File: config.mk
export PLATFORM = sky130hd
export DESIGN_NAME = window_local_extremum_detector_unit
export DESIGN_NICKNAME = d
export VERILOG_FILES = /design/src/design/wled_pkg.sv /design/src/design/window_local_extremum_detector_unit.sv /design/src/design/wled_ram.sv /design/src/design/wled_cmp.sv
export SDC_FILE = /design/constraint.sdc
export NUM_CORES = 2
export LEC_CHECK = 0
export BUFFER_PORTS_ARGS = -buffer_cell sky130_fd_sc_hd__buf_2
export CAP_MARGIN = 30
export CORE_MARGIN = 4
export CORE_UTILIZATION = 51
export DETAILED_ROUTE_END_ITERATION = 8
export MAX_ROUTING_LAYER = met4
export PLACE_DENSITY = 0.74
export RECOVER_POWER = 25
export SYNTH_ARGS = -nofsm -noshare
export SYNTH_HDL_FRONTEND = slang
export SYNTH_SLANG_ARGS = --single-unit
File: constraint.sdc
create_clock -name clk -period 6.1 [get_ports clk]
set_clock_uncertainty 0.1 [all_clocks]
set_input_delay 0.61 -clock clk [delete_from_list [all_inputs] [get_ports clk]]
set_output_delay 0.61 -clock clk [all_outputs]
set_load 0.02 [all_outputs]
File: src/design/wled_pkg.sv
// Shared types for the window local extremum detector.
`default_nettype none

package wled_pkg;

    // Width of the window radius register, fixed by the register map.
    localparam int RADIUS_CFG_BITS = 5;

    // Reset value of the window radius register.
    localparam logic [RADIUS_CFG_BITS-1:0] RADIUS_RESET = 5'd2;

    // Sequencer states.
    typedef enum logic [2:0] {
        ST_IDLE,
        ST_CENTRE,
        ST_LOAD,
        ST_SCAN,
        ST_DONE
    } wled_state_t;

    // Control from the sequencer to the shared comparator.
    typedef struct packed {
        logic load;
        logic compare;
    } cmp_ctrl_t;

    // Status returned by the shared comparator.
    typedef struct packed {
        logic can_max;
        logic can_min;
    } cmp_stat_t;

endpackage

`default_nettype wire

File: src/design/window_local_extremum_detector_unit.sv
// Top level of the sliding window local extremum detector.
// Flow: a sample that fills the window is read back as centre, compared against each neighbor
// and any extremum is reported; no new sample is taken until that scan is done, else one per cycle;
// a result still held by a stalled sink keeps the block waiting until it is taken.
// Reset clears the fill count, the write slot and the sequencer, and sets the radius to 2.
// The window RAM needs no clearing; the fill count guards every read of it.
`default_nettype none

module window_local_extremum_detector_unit
    import wled_pkg::*;
#(
    parameter int MAX_RADIUS  = 16,
    parameter int SAMPLE_BITS = 16,
    parameter int TIME_BITS   = 32
) (
    input  wire logic                                          clk,
    input  wire logic                                          rst_n,
    // Configuration: window_radius.
    input  wire logic                                          cfg_we,
    input  wire logic [RADIUS_CFG_BITS-1:0]                    cfg_data,
    // Input stream.
    input  wire logic                                          s_tvalid,
    output logic                                               s_tready,
    // s_tdata fields from bit 0: sample_value, sample_time, zero padding.
    input  wire logic [((SAMPLE_BITS+TIME_BITS+7)/8)*8-1:0]    s_tdata,
    // s_tuser fields from bit 0: segment_start.
    input  wire logic                                          s_tuser,
    // Result stream.
    output logic                                               m_tvalid,
    input  wire logic                                          m_tready,
    // m_tdata fields from bit 0: peak_value, peak_time, zero padding.
    output logic [((SAMPLE_BITS+TIME_BITS+7)/8)*8-1:0]         m_tdata,
    // m_tuser fields from bit 0: is_maximum.
    output logic                                               m_tuser
);

    // Ring depth covers the widest window, 2*MAX_RADIUS+1 samples.
    localparam int DEPTH  = 2 * MAX_RADIUS + 1;
    localparam int A_W    = $clog2(DEPTH);
    localparam int F_W    = $clog2(DEPTH + 1);
    localparam int R_W    = $clog2(MAX_RADIUS + 1);
    localparam int WORD_W = SAMPLE_BITS + TIME_BITS;
    localparam int DATA_W = ((SAMPLE_BITS + TIME_BITS + 7) / 8) * 8;

    wled_state_t state_reg;
    wled_state_t state_next;

    logic [RADIUS_CFG_BITS-1:0] radius_reg;
    logic [F_W-1:0]             fill_count_reg;
    logic [F_W-1:0]             fill_count_next;
    logic [A_W-1:0]             write_slot_reg;
    logic [A_W-1:0]             write_slot_next;
    logic [A_W-1:0]             newest_reg;
    logic [A_W-1:0]             newest_next;
    logic [F_W-1:0]             k_reg;
    logic [F_W-1:0]             k_next;
    logic                       iss_v_reg;
    logic                       iss_v_next;
    logic [TIME_BITS-1:0]       ctime_reg;

    logic                       m_tvalid_reg;
    logic                       m_tuser_reg;
    logic [DATA_W-1:0]          m_tdata_reg;

    logic                       accept;
    logic [R_W-1:0]             r_eff;
    logic [F_W-1:0]             span;
    logic [A_W-1:0]             slot_base;
    logic [F_W-1:0]             fill_base;
    logic                       window_full;
    logic [A_W:0]               centre_sum;
    logic [A_W:0]               nbr_sum;
    logic [A_W-1:0]             centre_addr;
    logic [A_W-1:0]             nbr_addr;
    logic [F_W-1:0]             k_plus1;
    logic                       issue;
    logic                       scan_done;
    logic                       found;
    logic                       out_free;
    logic                       out_load;
    logic [A_W-1:0]             rd_addr;
    logic [WORD_W-1:0]          rd_data;
    logic [WORD_W-1:0]          wr_data;
    cmp_ctrl_t                  cmp_ctrl;
    cmp_stat_t                  cmp_stat;
    logic signed [SAMPLE_BITS-1:0] centre_value;

    assign accept = s_tvalid && s_tready;

    // Radius zero acts as one; anything past the widest window is clamped.
    always_comb
    begin
        if (radius_reg == '0)
        begin
            r_eff = R_W'(1);
        end
        else if (int'(radius_reg) > MAX_RADIUS)
        begin
            r_eff = R_W'(MAX_RADIUS);
        end
        else
        begin
            r_eff = R_W'(radius_reg);
        end
    end

    assign span = F_W'({r_eff, 1'b1});

    // A segment start empties the window before this sample is stored.
    assign slot_base = s_tuser ? '0 : write_slot_reg;
    assign fill_base = s_tuser ? '0 : fill_count_reg;
    assign fill_count_next = (fill_base == F_W'(DEPTH)) ? fill_base : fill_base + 1'b1;
    assign write_slot_next = (slot_base == A_W'(DEPTH - 1)) ? '0 : slot_base + 1'b1;
    assign window_full = (fill_count_next >= span);

    // Ring addresses R places and k places behind the newest sample.
    assign centre_sum  = {1'b0, newest_reg} + (A_W+1)'(DEPTH) - (A_W+1)'(r_eff);
    assign centre_addr = (centre_sum >= (A_W+1)'(DEPTH)) ?
                         A_W'(centre_sum - (A_W+1)'(DEPTH)) : A_W'(centre_sum);
    assign nbr_sum     = {1'b0, newest_reg} + (A_W+1)'(DEPTH) - (A_W+1)'(k_reg);
    assign nbr_addr    = (nbr_sum >= (A_W+1)'(DEPTH)) ?
                         A_W'(nbr_sum - (A_W+1)'(DEPTH)) : A_W'(nbr_sum);

    // The neighbor scan walks k over the span and steps over the centre itself.
    assign k_plus1   = k_reg + 1'b1;
    assign scan_done = (k_reg >= span) && !iss_v_reg;
    assign found     = cmp_stat.can_max || cmp_stat.can_min;
    assign out_free  = !m_tvalid_reg || m_tready;

    // Next-state logic.
    always_comb
    begin
        state_next = state_reg;
        case (state_reg)
            ST_IDLE:
            begin
                if (accept && window_full)
                begin
                    state_next = ST_CENTRE;
                end
            end
            ST_CENTRE:
            begin
                state_next = ST_LOAD;
            end
            ST_LOAD:
            begin
                state_next = ST_SCAN;
            end
            ST_SCAN:
            begin
                if (scan_done)
                begin
                    state_next = ST_DONE;
                end
            end
            ST_DONE:
            begin
                if (!found || out_free)
                begin
                    state_next = ST_IDLE;
                end
            end
            default:
            begin
                state_next = ST_IDLE;
            end
        endcase
    end

    // Sequencer outputs.
    always_comb
    begin
        s_tready         = 1'b0;
        rd_addr          = nbr_addr;
        issue            = 1'b0;
        cmp_ctrl.load    = 1'b0;
        cmp_ctrl.compare = 1'b0;
        out_load         = 1'b0;
        case (state_reg)
            ST_IDLE:
            begin
                s_tready = 1'b1;
            end
            ST_CENTRE:
            begin
                rd_addr = centre_addr;
            end
            ST_LOAD:
            begin
                cmp_ctrl.load = 1'b1;
                issue         = (k_reg < span);
            end
            ST_SCAN:
            begin
                issue            = (k_reg < span);
                cmp_ctrl.compare = iss_v_reg;
            end
            ST_DONE:
            begin
                out_load = found && out_free;
            end
            default:
            begin
                s_tready = 1'b0;
            end
        endcase
    end

    always_comb
    begin
        newest_next = newest_reg;
        k_next      = k_reg;
        iss_v_next  = 1'b0;
        if (accept)
        begin
            newest_next = slot_base;
            k_next      = '0;
        end
        else if (issue)
        begin
            iss_v_next = 1'b1;
            k_next     = (k_plus1 == F_W'(r_eff)) ? k_reg + F_W'(2) : k_plus1;
        end
    end

    always_ff @(posedge clk or negedge rst_n)
    begin
        if (!rst_n)
        begin
            state_reg      <= ST_IDLE;
            radius_reg     <= RADIUS_RESET;
            fill_count_reg <= '0;
            write_slot_reg <= '0;
            newest_reg     <= '0;
            k_reg          <= '0;
            iss_v_reg      <= 1'b0;
            m_tvalid_reg   <= 1'b0;
        end
        else
        begin
            state_reg  <= state_next;
            newest_reg <= newest_next;
            k_reg      <= k_next;
            iss_v_reg  <= iss_v_next;
            if (cfg_we)
            begin
                radius_reg <= cfg_data;
            end
            if (accept)
            begin
                fill_count_reg <= fill_count_next;
                write_slot_reg <= write_slot_next;
            end
            if (out_load)
            begin
                m_tvalid_reg <= 1'b1;
            end
            else if (m_tready)
            begin
                m_tvalid_reg <= 1'b0;
            end
        end
    end

    // Centre time stamp and result payload.
    always_ff @(posedge clk)
    begin
        if (cmp_ctrl.load)
        begin
            ctime_reg <= rd_data[WORD_W-1:SAMPLE_BITS];
        end
        if (out_load)
        begin
            m_tuser_reg <= cmp_stat.can_max;
            m_tdata_reg <= DATA_W'({ctime_reg, centre_value});
        end
    end

    assign wr_data = s_tdata[WORD_W-1:0];

    wled_ram #(
        .WIDTH (WORD_W),
        .DEPTH (DEPTH)
    ) u_ram (
        .clk   (clk),
        .we    (accept),
        .waddr (slot_base),
        .wdata (wr_data),
        .raddr (rd_addr),
        .rdata (rd_data)
    );

    wled_cmp #(
        .SAMPLE_BITS (SAMPLE_BITS)
    ) u_cmp (
        .clk    (clk),
        .rst_n  (rst_n),
        .ctrl   (cmp_ctrl),
        .sample (rd_data[SAMPLE_BITS-1:0]),
        .centre (centre_value),
        .stat   (cmp_stat)
    );

    assign m_tvalid = m_tvalid_reg;
    assign m_tuser  = m_tuser_reg;
    assign m_tdata  = m_tdata_reg;

    // A neighbor read is only in flight while the scan runs.
    a_issue_in_scan: assert property (@(posedge clk) disable iff (!rst_n)
        iss_v_reg |-> (state_reg == ST_SCAN))
        else $error("neighbor read outside the scan");

    // Every window has neighbors, so a finished scan cannot leave both kinds open.
    a_not_both: assert property (@(posedge clk) disable iff (!rst_n)
        (state_reg == ST_DONE) |-> !(cmp_stat.can_max && cmp_stat.can_min))
        else $error("centre reported as both maximum and minimum");

    // A scan only starts once the window holds the whole span.
    a_full_window: assert property (@(posedge clk) disable iff (!rst_n)
        (state_reg == ST_CENTRE) |-> (fill_count_reg >= span))
        else $error("scan started on a partial window");

    // Ring pointers stay inside the ring.
    a_ring_bounds: assert property (@(posedge clk) disable iff (!rst_n)
        (write_slot_reg < A_W'(DEPTH)) && (fill_count_reg <= F_W'(DEPTH)))
        else $error("ring pointer out of range");

    // A result is only loaded into a free output register.
    a_no_overwrite: assert property (@(posedge clk) disable iff (!rst_n)
        (m_tvalid && !m_tready) |=> !$past(out_load))
        else $error("pending result overwritten");

endmodule

`default_nettype wire

File: src/design/wled_ram.sv
// Generic single-write, single-read RAM with registered read data.
`default_nettype none

module wled_ram #(
    parameter int WIDTH = 48,
    parameter int DEPTH = 33
) (
    input  wire logic                     clk,
    input  wire logic                     we,
    input  wire logic [$clog2(DEPTH)-1:0] waddr,
    input  wire logic [WIDTH-1:0]         wdata,
    input  wire logic [$clog2(DEPTH)-1:0] raddr,
    output logic      [WIDTH-1:0]         rdata
);

    logic [WIDTH-1:0] mem [DEPTH];

    always_ff @(posedge clk)
    begin
        if (we)
        begin
            mem[waddr] <= wdata;
        end
        rdata <= mem[raddr];
    end

endmodule

`default_nettype wire

File: src/design/wled_cmp.sv
// Shared signed comparator that tests the centre sample against each neighbor.
`default_nettype none

module wled_cmp
    import wled_pkg::*;
#(
    parameter int SAMPLE_BITS = 16
) (
    input  wire logic                          clk,
    input  wire logic                          rst_n,
    input  wire cmp_ctrl_t                     ctrl,
    input  wire logic signed [SAMPLE_BITS-1:0] sample,
    output logic signed      [SAMPLE_BITS-1:0] centre,
    output cmp_stat_t                          stat
);

    logic signed [SAMPLE_BITS-1:0] centre_reg;
    logic                          can_max_reg;
    logic                          can_max_next;
    logic                          can_min_reg;
    logic                          can_min_next;

    always_comb
    begin
        can_max_next = can_max_reg;
        can_min_next = can_min_reg;
        if (ctrl.load)
        begin
            can_max_next = 1'b1;
            can_min_next = 1'b1;
        end
        else if (ctrl.compare)
        begin
            // A tie with a neighbor rules out the kind of extremum it touches.
            if (centre_reg <= sample)
            begin
                can_max_next = 1'b0;
            end
            if (centre_reg >= sample)
            begin
                can_min_next = 1'b0;
            end
        end
    end

    always_ff @(posedge clk)
    begin
        if (ctrl.load)
        begin
            centre_reg <= sample;
        end
    end

    always_ff @(posedge clk or negedge rst_n)
    begin
        if (!rst_n)
        begin
            can_max_reg <= 1'b0;
            can_min_reg <= 1'b0;
        end
        else
        begin
            can_max_reg <= can_max_next;
            can_min_reg <= can_min_next;
        end
    end

    assign centre       = centre_reg;
    assign stat.can_max = can_max_reg;
    assign stat.can_min = can_min_reg;

endmodule

`default_nettype wire

==> results.toml <==
[placed_design]
place_congestion = 0.8345
dp_hpwl_um = 99690
portBuffers = 109

[floorplan]
die-height_um = 376.5
die_x_um = 376.5
ios = 110
coreArea_um2 = 134100
row_count = 134
initial_core_util_pct = 51.64
dieArea_um2 = 141800

[sta]
post-route-period-util_pct = 89.61
slew_headroom_pct = 9.122
rsz0062_at_grt = "false"
period_needed_ns = 5.466
hold_viol = 0
max_freq_ghz = 0.1829
finalSetupViolations = 0
finalSetupTns_ns = 0
worstMarginPinSlew_ns = 1.363
finalMaxSlewViolations = 0

[yosys]
yosysSeqAreaShare_pct = 75.57
yosys_warnings = 0
synth_flop_cell = "edfxtp_1"
synth_seq_cells = 1765
synth.avg_cell_area_um2 = 14.45
synthesis.nets = 4903
synth_edf_count = 1681
synth_cell_types = 78
async_flop_share_pct = 2.040
syn_area_um2 = 69270
netlist_instances = 4794

[worst_setup_path]
arrival_ns = 6.02
cpMostUsedCell = "inv_1"
reg2reg_depth = 18
slowest_stage = "or3_4"
critPathLaunch = "radius_reg[1]"
cp_max_fo = 23
critPathKind = "reg2reg"
startpoint_type = "flop"
crit-reg2reg-launch = "radius_reg[1]"
r2r-end = "u_ram.rdata[36]"
path_cells = "nor3_1 > o21ai_0 > inv_1 > ha_1 > inv_1 > fa_1 > a211oi_2 > nor2_1 > xor2_1 > nor4b_4 > o21a_1 > o221a_1 > or3_4 > nand2_4 > buf_4 > a311oi_1 > o32ai_1 > a32oi_1"
required_ns = 6.65
critical-path-max-stage-delay_ns = 0.58
end_kind = "flop"
r2r_setup_slack_ns = 0.63

[finish]
area_growth_pct = 13.46
drive_above_1_share_pct = 10.78
fin_nets = 5028
final_common_cell = "edfxtp_1"
largest_reg_flops = 1584
final_core_util_pct = 58.60
layout_common_cells = "edfxtp_1 (1681), nand2_1 (1096), nand3_1 (392)"

[global_routing]
grt_start_max_net_pins = 129
antenna_found_initial = 8
gr-usage-all-layers_pct = 27.18
overflow = 0
grt_pass1_vias = 41700
grt_pass1_wl_um = 275800

[drt]
num_vias = 43420
detail-route-antenna-nets = 0
viasPerCell = 6.348
wl_per_cell_um = 27.78
drc_errors = 0
drt_iter0_markers = 6163
drt_first_pass_iters = 6
drt_wl_total_um = 190000

[cts]
cts-root-buf = "clkbuf_16"
cts_max_level = 4
cts_tree = "built"
clock_sinks = 1765
clk-insertion-delay-late_ns = 0.81
clockBufferDepth = 3
cts_buffers = 172
cts.clk_slew.worst_paths_ns = 0.06

[min_path]
min_path_cells = 2
min_from = "cfg_we"
min_to = "radius_reg[1]"
hp-class = "in2reg"

[job]
maxCapViolCount = 0

[outcome]
outcome = "finished clean"
## per-layer routing
metal	track usage (%)	vias up	share of wire, %
met4	12.62	0	4.7
li1	-	18530	-
met5	-	-	0
met1	35.99	21490	37
met3	4.993	565	12
met2	41.29	2830	47
## synthesized netlist by cell type, drive strengths merged (6+ instances only)
| cell | count | area share [%] |
|---|---|---|
| o221ai | 48 | 0.61 |
| xnor2 | 20 | 0.29 |
| a31oi | 150 | 1.4 |
| dfxtp | 48 | 1.4 |
| a21o | 6 | 0.065 |
| o2111ai | 49 | 0.62 |
| inv | 39 | 0.21 |
| or3 | 8 | 0.079 |
| and3 | 55 | 0.50 |
| a32oi | 95 | 1.2 |
| edfxtp | 1681 | 73 |
| and2 | 6 | 0.054 |
| nand4 | 7 | 0.063 |
| a21oi | 69 | 0.50 |
| o21a | 10 | 0.11 |
| nand2b | 14 | 0.13 |
| dfrtp | 35 | 1.3 |
| o21ai | 31 | 0.22 |
| nand3 | 393 | 2.8 |
| nor3 | 15 | 0.11 |
| nand2 | 1100 | 6.0 |
| a21boi | 47 | 0.51 |
| clkbuf | 165 | 0.90 |
| o32ai | 46 | 0.58 |
| o22ai | 50 | 0.45 |
| mux2i | 199 | 2.9 |
| nor2 | 78 | 0.42 |
| a211oi | 7 | 0.10 |
| a311oi | 49 | 0.62 |
| nor2b | 11 | 0.099 |
| mux2 | 8 | 0.13 |
| buf | 137 | 1.0 |
| xor2 | 12 | 0.15 |
| ha | 48 | 0.87 |
## area by class of cell
cell class / instances / area, um2
Timing Repair Buffer: 253 / 2332
Inverter: 39 / 146.4
Multi-Input combinational cell: 2688 / 15840
Tap cell: 1768 / 2212
Fill cell: 9850 / 55540
Clock buffer: 244 / 4921
Antenna cell: 5 / 12.51
Sequential cell: 1765 / 52340
Clock inverter: 78 / 790.8
## critical path, delay by kind of cell, from the launching register on
kind / cells / cell delay, ns
AO/OA/AOI/OAI: 7 / 1.70
AND/OR/NAND/NOR: 5 / 1.41
buffers and inverters: 3 / 0.61
flip-flops: 1 / 0.54
adder cells (fa/ha/maj): 2 / 0.49
XOR/XNOR: 1 / 0.43
## what timing repair did
item	CTS	global route
hold buffers	7	0
hold endpoints to repair	40	0
gates resized for setup	0	0
setup buffers	0	0
## stage by stage
stage / cell area [um2] / setup WS (ns) / hold slack [ns] / cells
2_1_floorplan: 69270 / 0.5683 / 0.2144 / 4794
3_3_place_gp: 72590 / 0.7601 / 0.3068 / 6495
3_5_place_dp: 72770 / 0.7411 / 0.3057 / 6503
4_1_cts: 78560 / 0.6906 / 0.01401 / 6832
5_1_grt: 78590 / 0.3678 / 0.05035 / 6840
6_report: 78590 / 0.6335 / 0.05958 / 6840
## kinds of logic (layout without fill, tap and decap cells)
kind of cell | Yosys count | count (layout) | synth area share (%)
AO/OA/AOI/OAI | 691 | 691 | 7.406
XOR/XNOR | 32 | 32 | 0.4426
adder cells (fa/ha/maj) | 50 | 50 | 0.9249
buffers and inverters | 341 | 614 | 2.139
flip-flops | 1765 | 1765 | 75.57
multiplexers | 207 | 207 | 3.006
other | 0 | 5 | 0
AND/OR/NAND/NOR | 1708 | 1708 | 10.52
## how the worst max path moves through the flow
stage | to | depth (start not counted)
after global placement | u_ram.rdata[46] | 18
final | u_ram.rdata[36] | 18
after detailed placement | u_ram.rdata[46] | 17
after floorplan | u_ram.mem[32][0] | 4
after CTS | u_ram.rdata[46] | 17
after global routing | u_ram.rdata[34] | 17
Power is not shown: default switching activity piles up to over one toggle a cycle in this logic, so the estimate is an artifact.
